==> config.mk <==
export PLATFORM = sky130hd
export DESIGN_NAME = hms_digit_duration_adjuster
export DESIGN_NICKNAME = d
export VERILOG_FILES = /design/src/rtl/hmsda_pkg.sv /design/src/rtl/hmsda_front.sv /design/src/rtl/hmsda_queue.sv /design/src/rtl/hmsda_back.sv /design/src/rtl/hms_digit_duration_adjuster.sv
export SDC_FILE = /design/constraint.sdc
export NUM_CORES = 1
export LEC_CHECK = 0
export ABC_AREA = 0
export BUFFER_PORTS_ARGS = -buffer_cell sky130_fd_sc_hd__buf_2
export CAP_MARGIN = 10
export CORE_MARGIN = 4
export CORE_UTILIZATION = 43
export CTS_CLUSTER_DIAMETER = 120
export DETAILED_ROUTE_END_ITERATION = 8
export MAX_ROUTING_LAYER = met4
export PLACE_DENSITY = 0.62
export SLEW_MARGIN = 20
export SYNTH_ARGS = -nofsm -noshare
export SYNTH_HDL_FRONTEND = slang
export SYNTH_HIERARCHICAL = 1
export SYNTH_SLANG_ARGS = --single-unit
==> constraint.sdc <==
create_clock -name aclk -period 8.5 [get_ports aclk]
set_input_delay 0 -clock aclk [delete_from_list [all_inputs] [get_ports aclk]]
set_output_delay 0 -clock aclk [all_outputs]
set_load 0.005 [all_outputs]
==> src/rtl/hmsda_pkg.sv <==
// shared types, constants and helper functions of the hh:mm:ss duration adjuster
`default_nettype none

package hmsda_pkg;

    localparam int DIGIT_W     = 4;
    localparam int DIGIT_COUNT = 6;
    localparam int TOTAL_W     = 19;
    localparam int SECS_IN_W   = 20;
    localparam int HOURS_W     = 7;
    localparam int REM_W       = 12;
    localparam int MINS_W      = 6;

    // largest duration that the seconds path stores (99:59:59)
    localparam logic [TOTAL_W-1:0] MAX_TOTAL = 19'd359999;
    localparam int SECS_PER_HOUR = 3600;
    localparam int SECS_PER_MIN  = 60;

    // reciprocal multipliers, exact for totals up to MAX_TOTAL and remainders below an hour
    localparam int HOUR_RECIP = 298262;
    localparam int HOUR_SHIFT = 30;
    localparam int MIN_RECIP  = 4370;
    localparam int MIN_SHIFT  = 18;

    typedef enum logic [1:0] {
        ACT_ADJUST       = 2'd0,
        ACT_LOAD_DIGITS  = 2'd1,
        ACT_LOAD_SECONDS = 2'd2
    } action_t;

    // what the back end does with a queued item
    typedef enum logic [1:0] {
        KIND_CONVERT = 2'd0,
        KIND_RAW     = 2'd1,
        KIND_HOLD    = 2'd2
    } kind_t;

    // digit 0 is hours tens, digit 5 is seconds ones
    typedef logic [DIGIT_COUNT-1:0][DIGIT_W-1:0] digits_t;

    typedef struct packed {
        kind_t                kind;
        logic [TOTAL_W-1:0]   total;
        digits_t              digits;
        logic                 clip;
    } item_t;

    // split a value below one hundred into tens (index 0) and ones (index 1)
    function automatic logic [1:0][DIGIT_W-1:0] bcd_split(input logic [6:0] x);
        logic [DIGIT_W-1:0]    tens;
        logic [6:0]            ones_w;
        logic [1:0][DIGIT_W-1:0] res;
        tens = '0;
        for (int i = 1; i <= 9; i++) begin
            if (x >= 7'(10 * i)) begin
                tens = tens + 4'd1;
            end
        end
        ones_w = x - 7'(7'(tens) * 7'd10);
        res[0] = tens;
        res[1] = ones_w[DIGIT_W-1:0];
        return res;
    endfunction

    // digits above nine are stored as nine
    function automatic logic [DIGIT_W-1:0] sat9(input logic [DIGIT_W-1:0] d);
        return (d > 4'd9) ? 4'd9 : d;
    endfunction

endpackage

`default_nettype wire

==> src/rtl/hmsda_front.sv <==
// front end: accepts actions, keeps the running total in seconds and classifies each item
`default_nettype none

module hmsda_front (
    input  wire logic               aclk,
    input  wire logic               aresetn,
    input  wire logic               s_tvalid,
    output logic                    s_tready,
    input  wire logic [63:0]        s_tdata,
    input  wire logic [7:0]         s_tuser,
    input  wire logic               q_full,
    output logic                    q_push,
    output hmsda_pkg::item_t        q_item
);

    logic [hmsda_pkg::TOTAL_W-1:0] total_reg;
    logic [hmsda_pkg::TOTAL_W-1:0] total_next;

    hmsda_pkg::action_t            action;
    hmsda_pkg::digits_t            raw_digits;
    logic [6:0]                    raw_hrs;
    logic [6:0]                    raw_mins;
    logic [6:0]                    raw_secs;
    logic [hmsda_pkg::TOTAL_W-1:0] raw_total;
    logic signed [20:0]            delta_ext;
    logic signed [20:0]            load_ext;
    logic signed [20:0]            cur_ext;
    logic signed [20:0]            sum_sel;
    logic [hmsda_pkg::TOTAL_W-1:0] clamp_total;
    logic                          clamp_hit;

    assign action   = hmsda_pkg::action_t'(s_tuser[1:0]);
    assign s_tready = !q_full;
    assign q_push   = s_tvalid && !q_full;

    // saturated load digits and their value in seconds
    always_comb begin
        for (int i = 0; i < hmsda_pkg::DIGIT_COUNT; i++) begin
            raw_digits[i] = hmsda_pkg::sat9(s_tdata[40 + 4*i +: 4]);
        end
        raw_hrs   = 7'(7'(raw_digits[0]) * 7'd10) + 7'(raw_digits[1]);
        raw_mins  = 7'(7'(raw_digits[2]) * 7'd10) + 7'(raw_digits[3]);
        raw_secs  = 7'(7'(raw_digits[4]) * 7'd10) + 7'(raw_digits[5]);
        raw_total = 19'(19'(raw_hrs) * 19'(hmsda_pkg::SECS_PER_HOUR))
                  + 19'(19'(raw_mins) * 19'(hmsda_pkg::SECS_PER_MIN))
                  + 19'(raw_secs);
    end

    // adjust sum or load total, then clamp to the storable range
    always_comb begin
        delta_ext = {s_tdata[19], s_tdata[19:0]};
        load_ext  = {s_tdata[39], s_tdata[39:20]};
        cur_ext   = {2'b00, total_reg};
        sum_sel   = (action == hmsda_pkg::ACT_ADJUST) ? (cur_ext + delta_ext) : load_ext;
        priority if (sum_sel < 21'sd0) begin
            clamp_total = '0;
            clamp_hit   = 1'b1;
        end else if (sum_sel > 21'sd359999) begin
            clamp_total = hmsda_pkg::MAX_TOTAL;
            clamp_hit   = 1'b1;
        end else begin
            clamp_total = sum_sel[hmsda_pkg::TOTAL_W-1:0];
            clamp_hit   = 1'b0;
        end
    end

    // classify the item for the back end
    always_comb begin
        q_item.digits = raw_digits;
        unique case (action)
            hmsda_pkg::ACT_ADJUST, hmsda_pkg::ACT_LOAD_SECONDS: begin
                q_item.kind  = hmsda_pkg::KIND_CONVERT;
                q_item.total = clamp_total;
                q_item.clip  = clamp_hit;
            end
            hmsda_pkg::ACT_LOAD_DIGITS: begin
                q_item.kind  = hmsda_pkg::KIND_RAW;
                q_item.total = raw_total;
                q_item.clip  = 1'b0;
            end
            default: begin
                q_item.kind  = hmsda_pkg::KIND_HOLD;
                q_item.total = total_reg;
                q_item.clip  = 1'b0;
            end
        endcase
    end

    // running total follows every accepted transfer
    assign total_next = q_push ? q_item.total : total_reg;

    always_ff @(posedge aclk) begin
        if (!aresetn) begin
            total_reg <= '0;
        end else begin
            total_reg <= total_next;
        end
    end

endmodule

`default_nettype wire

==> src/rtl/hmsda_queue.sv <==
// short queue of classified items between front and back end
`default_nettype none

module hmsda_queue #(
    parameter int DEPTH = 4
) (
    input  wire logic              aclk,
    input  wire logic              aresetn,
    input  wire logic              push,
    input  wire hmsda_pkg::item_t  push_item,
    input  wire logic              pop,
    output logic                   full,
    output logic                   not_empty,
    output hmsda_pkg::item_t       head_item
);

    localparam int PTR_W = (DEPTH > 1) ? $clog2(DEPTH) : 1;
    localparam int CNT_W = $clog2(DEPTH + 1);

    hmsda_pkg::item_t  entry_reg [DEPTH];
    logic [PTR_W-1:0]  wr_ptr_reg, wr_ptr_next;
    logic [PTR_W-1:0]  rd_ptr_reg, rd_ptr_next;
    logic [CNT_W-1:0]  count_reg, count_next;

    assign full      = (count_reg == CNT_W'(DEPTH));
    assign not_empty = (count_reg != '0);
    assign head_item = entry_reg[rd_ptr_reg];

    // pointer and fill count update
    always_comb begin
        wr_ptr_next = wr_ptr_reg;
        rd_ptr_next = rd_ptr_reg;
        count_next  = count_reg;
        if (push) begin
            wr_ptr_next = (wr_ptr_reg == PTR_W'(DEPTH - 1)) ? '0 : wr_ptr_reg + 1'b1;
        end
        if (pop) begin
            rd_ptr_next = (rd_ptr_reg == PTR_W'(DEPTH - 1)) ? '0 : rd_ptr_reg + 1'b1;
        end
        if (push && !pop) begin
            count_next = count_reg + 1'b1;
        end else if (pop && !push) begin
            count_next = count_reg - 1'b1;
        end
    end

    always_ff @(posedge aclk) begin
        if (!aresetn) begin
            wr_ptr_reg <= '0;
            rd_ptr_reg <= '0;
            count_reg  <= '0;
        end else begin
            wr_ptr_reg <= wr_ptr_next;
            rd_ptr_reg <= rd_ptr_next;
            count_reg  <= count_next;
        end
    end

    // storage
    always_ff @(posedge aclk) begin
        if (push) begin
            entry_reg[wr_ptr_reg] <= push_item;
        end
    end

endmodule

`default_nettype wire

==> src/rtl/hmsda_back.sv <==
// back end: seconds to hh:mm:ss digits pipeline and output register
`default_nettype none

module hmsda_back (
    input  wire logic              aclk,
    input  wire logic              aresetn,
    input  wire logic              q_valid,
    input  wire hmsda_pkg::item_t  q_item,
    output logic                   q_pop,
    output logic                   m_tvalid,
    input  wire logic              m_tready,
    output logic [47:0]            m_tdata,
    output logic [7:0]             m_tuser
);

    logic advance;

    logic                               st1_valid_reg;
    hmsda_pkg::item_t                   st1_item_reg;
    logic [hmsda_pkg::HOURS_W-1:0]      st1_hours_reg;

    logic                               st2_valid_reg;
    hmsda_pkg::item_t                   st2_item_reg;
    logic [hmsda_pkg::HOURS_W-1:0]      st2_hours_reg;
    logic [hmsda_pkg::REM_W-1:0]        st2_rem_reg;

    logic                               st3_valid_reg;
    hmsda_pkg::item_t                   st3_item_reg;
    logic [hmsda_pkg::HOURS_W-1:0]      st3_hours_reg;
    logic [hmsda_pkg::REM_W-1:0]        st3_rem_reg;
    logic [hmsda_pkg::MINS_W-1:0]       st3_mins_reg;

    logic                               out_valid_reg, out_valid_next;
    hmsda_pkg::digits_t                 out_digits_reg, out_digits_next;
    logic [hmsda_pkg::TOTAL_W-1:0]      out_total_reg;
    logic                               out_clip_reg;

    logic [37:0]                        hour_prod;
    logic [18:0]                        hour_x3600;
    logic [18:0]                        rem_full;
    logic [24:0]                        min_prod;
    logic [11:0]                        min_x60;
    logic [11:0]                        secs_full;
    logic [1:0][hmsda_pkg::DIGIT_W-1:0] h_split, m_split, s_split;

    // the whole pipeline moves when the output register can take a transfer
    assign advance = !out_valid_reg || m_tready;
    assign q_pop   = advance && q_valid;

    // stage arithmetic
    always_comb begin
        hour_prod  = 38'(q_item.total) * 38'(hmsda_pkg::HOUR_RECIP);
        hour_x3600 = 19'(19'(st1_hours_reg) * 19'(hmsda_pkg::SECS_PER_HOUR));
        rem_full   = st1_item_reg.total - hour_x3600;
        min_prod   = 25'(st2_rem_reg) * 25'(hmsda_pkg::MIN_RECIP);
        min_x60    = 12'(12'(st3_mins_reg) * 12'(hmsda_pkg::SECS_PER_MIN));
        secs_full  = st3_rem_reg - min_x60;
        h_split    = hmsda_pkg::bcd_split(st3_hours_reg);
        m_split    = hmsda_pkg::bcd_split(7'(st3_mins_reg));
        s_split    = hmsda_pkg::bcd_split(7'(secs_full[5:0]));
    end

    // digit selection for the output register
    always_comb begin
        out_digits_next = out_digits_reg;
        out_valid_next  = out_valid_reg;
        if (advance) begin
            out_valid_next = st3_valid_reg;
            if (st3_valid_reg) begin
                unique case (st3_item_reg.kind)
                    hmsda_pkg::KIND_CONVERT: begin
                        out_digits_next[0] = h_split[0];
                        out_digits_next[1] = h_split[1];
                        out_digits_next[2] = m_split[0];
                        out_digits_next[3] = m_split[1];
                        out_digits_next[4] = s_split[0];
                        out_digits_next[5] = s_split[1];
                    end
                    hmsda_pkg::KIND_RAW: begin
                        out_digits_next = st3_item_reg.digits;
                    end
                    default: begin
                        // hold: digits of the previous result stay
                        out_digits_next = out_digits_reg;
                    end
                endcase
            end
        end
    end

    // control state and the digit store
    always_ff @(posedge aclk) begin
        if (!aresetn) begin
            st1_valid_reg  <= 1'b0;
            st2_valid_reg  <= 1'b0;
            st3_valid_reg  <= 1'b0;
            out_valid_reg  <= 1'b0;
            out_digits_reg <= '0;
        end else begin
            if (advance) begin
                st1_valid_reg <= q_valid;
                st2_valid_reg <= st1_valid_reg;
                st3_valid_reg <= st2_valid_reg;
            end
            out_valid_reg  <= out_valid_next;
            out_digits_reg <= out_digits_next;
        end
    end

    // pipeline payload
    always_ff @(posedge aclk) begin
        if (advance) begin
            st1_item_reg  <= q_item;
            st1_hours_reg <= hour_prod[hmsda_pkg::HOUR_SHIFT +: hmsda_pkg::HOURS_W];
            st2_item_reg  <= st1_item_reg;
            st2_hours_reg <= st1_hours_reg;
            st2_rem_reg   <= rem_full[hmsda_pkg::REM_W-1:0];
            st3_item_reg  <= st2_item_reg;
            st3_hours_reg <= st2_hours_reg;
            st3_rem_reg   <= st2_rem_reg;
            st3_mins_reg  <= min_prod[hmsda_pkg::MIN_SHIFT +: hmsda_pkg::MINS_W];
            if (st3_valid_reg) begin
                out_total_reg <= st3_item_reg.total;
                out_clip_reg  <= st3_item_reg.clip;
            end
        end
    end

    assign m_tvalid = out_valid_reg;
    assign m_tdata  = {5'b0, out_total_reg, out_digits_reg};
    assign m_tuser  = {7'b0, out_clip_reg};

`ifndef NO_ASSERTIONS
    a_rem_below_hour: assert property (@(posedge aclk) disable iff (!aresetn)
        st2_valid_reg && (st2_item_reg.kind == hmsda_pkg::KIND_CONVERT)
        |-> (st2_rem_reg < 12'd3600) && (st2_hours_reg <= 7'd99))
        else $error("hour split left a remainder of an hour or more");

    a_mins_below_sixty: assert property (@(posedge aclk) disable iff (!aresetn)
        st3_valid_reg && (st3_item_reg.kind == hmsda_pkg::KIND_CONVERT)
        |-> (st3_mins_reg < 6'd60) && (secs_full < 12'd60))
        else $error("minute split out of range");

    a_clip_at_limit: assert property (@(posedge aclk) disable iff (!aresetn)
        out_valid_reg && out_clip_reg
        |-> (out_total_reg == '0) || (out_total_reg == hmsda_pkg::MAX_TOTAL))
        else $error("clamped result not at a range limit");
`endif

endmodule

`default_nettype wire

==> src/rtl/hms_digit_duration_adjuster.sv <==
// top level of the hh:mm:ss duration adjuster
`default_nettype none

// Keeps an HH:MM:SS duration as six decimal digits and answers every accepted
// action (adjust by a signed delta, load six digits, load a total in seconds)
// with one result carrying the stored digits, their value in seconds and a
// clamp flag. One action is accepted per clock cycle, sustained while the
// queue is not full, also when every action depends on the one before: the
// front end holds the running total in seconds and updates it in the accept
// cycle, so only that one add and clamp sits in the loop. The digit
// conversion runs afterwards, behind the queue, in a four-register back end.
// Up to QUEUE_DEPTH classified actions wait between the two halves, so
// s_tready only drops once the queue is full.
module hms_digit_duration_adjuster #(
    parameter int QUEUE_DEPTH = 4
) (
    input  wire logic        aclk,
    input  wire logic        aresetn,
    // adjust_delta [19:0], load_seconds [39:20], hours_tens_in [43:40],
    // hours_ones_in [47:44], minutes_tens_in [51:48], minutes_ones_in [55:52],
    // seconds_tens_in [59:56], seconds_ones_in [63:60]
    input  wire logic [63:0] s_tdata,
    // action [1:0], zero above
    input  wire logic [7:0]  s_tuser,
    input  wire logic        s_tvalid,
    output logic             s_tready,
    // hours_tens [3:0], hours_ones [7:4], minutes_tens [11:8],
    // minutes_ones [15:12], seconds_tens [19:16], seconds_ones [23:20],
    // duration_secs [42:24], zero above
    output logic [47:0]      m_tdata,
    // clamped [0], zero above
    output logic [7:0]       m_tuser,
    output logic             m_tvalid,
    input  wire logic        m_tready
);

    logic             q_push;
    logic             q_pop;
    logic             q_full;
    logic             q_not_empty;
    hmsda_pkg::item_t push_item;
    hmsda_pkg::item_t head_item;

    // accept and classify
    hmsda_front u_front (
        .aclk     (aclk),
        .aresetn  (aresetn),
        .s_tvalid (s_tvalid),
        .s_tready (s_tready),
        .s_tdata  (s_tdata),
        .s_tuser  (s_tuser),
        .q_full   (q_full),
        .q_push   (q_push),
        .q_item   (push_item)
    );

    // decoupling queue
    hmsda_queue #(
        .DEPTH (QUEUE_DEPTH)
    ) u_queue (
        .aclk      (aclk),
        .aresetn   (aresetn),
        .push      (q_push),
        .push_item (push_item),
        .pop       (q_pop),
        .full      (q_full),
        .not_empty (q_not_empty),
        .head_item (head_item)
    );

    // digit conversion and result transfer
    hmsda_back u_back (
        .aclk     (aclk),
        .aresetn  (aresetn),
        .q_valid  (q_not_empty),
        .q_item   (head_item),
        .q_pop    (q_pop),
        .m_tvalid (m_tvalid),
        .m_tready (m_tready),
        .m_tdata  (m_tdata),
        .m_tuser  (m_tuser)
    );

endmodule

`default_nettype wire

==> results.txt <==
* Filler cell count: 5,641
- P&R area growth vs syn: 11.76%
- Using the TritonRoute via totals, the vias-per-cell ratio works out to 5.228.
- In the synthesized netlist the async set-or-reset flop fraction comes to 0.
* Netlist area before placement: 0.02811 mm2
- Grt ovf: 0
* Number of unique standard cell types used by synthesis: between 90 and 100
* Count of standard-cell rows: 93
* EDFF count, synth: roughly 380
* Clock skew: 0.01989 ns
- The total count of max-transition violations in the final report came to 0.
- In the routed design, unresolved DRC markers number 0.
- Sequential share of the synthesized area: 0.4447
- Type of the most critical hold path: in -> reg
* Pin count of the biggest net entering global routing: slightly above 90
- Half-perimeter wire length after placement: 42.87 mm
- In the synthesized netlist, the number of instances is 2,259.
* Relative max-transition margin: 0.2531
* Input/output buffers: 115
- For the pin with the worst max-slew slack, the measured transition is 1.115 ns.
- Counting stages on the worst path, the most repeated cell is ha_1.
- The flow ran to the end, and the final reports show no timing, DRC or antenna violations.
- Data on the critical path is required at its endpoint by ~9 ns.
- Post-detailed-routing wire length: 57.58 mm
- Max-cap viol count: 0
- Number of hold buffers added after cts: 43
- Layout cells sized above 1: 0.1206
- Clock root buffer: clkbuf_16
- For this configuration, the core starts out at a cell density of 0.4353.
* Sum Neg Setup Slack: 0 ns
- Core Area: 0.06458 mm2
- Unrepaired setup endpoints after global routing: false
- Static timing analysis puts the maximum clock frequency at 148.0 MHz.
* Max Buffers Root-to-Sink: 3
- The largest single stage delay on the critical path is 0.56 ns.
- Endpoint class of the critical path: register
* Final nets: 2,974
* Number of setup buffers added after CTS: 0
- Crit-path leading delay family: adder cells
* Floorplan die area: 0.06953 mm2
- Final cycle utilization of the critical path: 0.7951
- Insertion delay to the later sink of the worst-skew pair: 0.57 ns
- Routability-driven placement finished with a final weighted congestion of 0.8843.
- Antenna viol nets, final: 0
* Cell with the biggest individual delay on the critical path: fa_1
* CTS tree: yes
- Avg Inst Size Synth: between 10 and 15 um2
- After clock tree synthesis, the repair step resized 0 gates.
* Critical path data arrival time: 7.16 ns
- The first global-routing pass estimated 93.67 mm of wire.
- Number of buffers inserted during clock tree synthesis: 45
- The clock tree synthesis step divided the H-tree into 2 levels.
* Number of flip-flops and latches in the synthesized netlist: 435
* Post-layout minimum cycle time: ~6.8 ns
- Via count: about 17,000
* Drt pass-1 iters: 5
- Vertical extent of the die: approximately 260 um
- The initial antenna violation count is 0.
- After the first detailed-routing iteration, the DRC count stood at around 960.
* Total number of yosys warnings: 6
* Overall Global Routing Usage: 0.1702
- The register with the most flip-flops in the layout has 184 of them.
- The number of global-route vias before repair is 17,790.
- # setup viols final: 0
* Worst Setup Path Type: in -> reg
* CTS clk-pin slew, worst paths: 0.06 ns
* Mean routed wirelength per cell: 17.44 um
- The die is 263.7 um wide.
- Clock sink count: 435
- Hold Violations, Final: 0
* Critical path peak fanout: 9
- Total inserted antenna cells: 0
- Kind of start point of the critical path: input port
* Number of top-level pins: between 100 and 150
* Worst Path Buf+Inv: 5
* Synth Flop Type: edfxtp_1
[cell families (layout without fill, tap and decap cells)]
kind of cell / after synthesis / in the layout / synth area share
xor gates and xnor gates: 133 / 133 / 0.04424
and+or+nand+nor: 406 / 406 / 0.07086
buffers and inverters: 359 / 536 / 0.05501
AOI/OAI and AO/OA: 362 / 362 / 0.08849
DFF: 435 / 435 / 0.4447
other: 3 / 14 / 0.0004006
muxes: 74 / 74 / 0.04834
adders and majority gates: 487 / 487 / 0.2479
[worst paths after layout]
| check | startpoint | endpoint | slack (ns) | cells past startpoint |
|---|---|---|---|---|
| min | s_tdata[52] | u_queue/entry_reg[2][13] | 0.02 | 2 |
| min reg2reg | u_back/st1_item_reg[3] | u_back/st2_item_reg[3] | 0.41 | 0 |
| max reg2reg | register | u_back/st1_hours_reg[6] | 1.79 | 20 |
| max | s_tdata[51] | u_queue/entry_reg[2][41] | 1.74 | 28 |
[area by class of cell]
class                      count  area, um2  area share
clock buffer                  55       1174     0.03736
timing repair buffer         173       1119     0.03560
sequential                   435      12500      0.3980
inverter                     281       1055     0.03357
tap                          855       1070     0.03405
multi-input combinational   1476      14120      0.4494
clock inverter                27      376.6     0.01199
[per-stage QoR]
step / setup WS (ns) / util / std cells / area (um2) / hold slack [ns]
CTS: 1.675 / 0.4865 / 3302 / 31420 / 0.0009851
global route: 1.369 / 0.4865 / 3302 / 31420 / 0.02744
detailed placement: 1.675 / 0.4558 / 3177 / 29440 / 0.3055
global placement: 1.699 / 0.4558 / 3177 / 29440 / 0.3005
finish: 1.741 / 0.4865 / 3302 / 31420 / 0.02047
floorplan: 1.286 / - / 2270 / 28150 / 0.1217
[routing by layer]
| layer | up-vias | GRT usage | part of all wire | wire, um |
|---|---|---|---|---|
| li1 | 8405 | - | - | - |
| met1 | 8422 | 0.2288 | 0.46 | 26450 |
| met2 | 340 | 0.2745 | 0.48 | 27460 |
| met3 | 96 | 0.01974 | 0.034 | 1930 |
| met4 | 0 | 0.05095 | 0.030 | 1748 |
| met5 | - | - | 0 | 0 |
[layout by cell type, fill, tap and decap left out, drive strengths merged, types with 24 or more instances in the layout]
cell type,netlist,routed
dfxtp,56,56
nor2b,32,32
a31oi,25,25
o21ai,73,73
edfxtp,379,379
ha,369,369
nor2,85,85
a21o,29,29
nor3,27,27
dlygate4sd3,0,43
inv,281,290
nand2,123,123
nand3,36,36
mux4,46,46
xnor2,94,94
clkbuf,32,55
fa,117,117
nand2b,24,24
buf,45,130
a21oi,81,81
xor2,36,36
[cells in the mapped netlist, drive strengths merged (6+ instances only)]
cell,number,area [um2]
edfxtp,379,11380
ha,369,4617
inv,281,1055
nand2,123,461.7
fa,117,2342
xnor2,94,845.8
nor2,85,324.1
a21oi,81,420.4
o21ai,73,372.9
dfxtp,56,1121
mux4,46,1059
buf,45,361.6
nand3,36,180.2
xor2,36,330.3
clkbuf,32,121.4
nor2b,32,200.2
a21o,29,220.2
nor3,27,135.1
a31oi,25,162.6
nand2b,24,150.1
mux2i,22,232.7
o211ai,19,147.6
o21a,19,143.9
a211oi,18,155.1
and2,16,100.1
and3,12,76.33
a21boi,10,75.07
a311oi,10,87.58
or2,10,62.56
nand4,9,56.30
or3,9,56.30
a211o,7,61.31
o221ai,7,67.56
o31ai,7,57.55
mux2,6,67.56
Power is not shown: default switching activity piles up to over one toggle a cycle in this logic, so the estimate is an artifact.
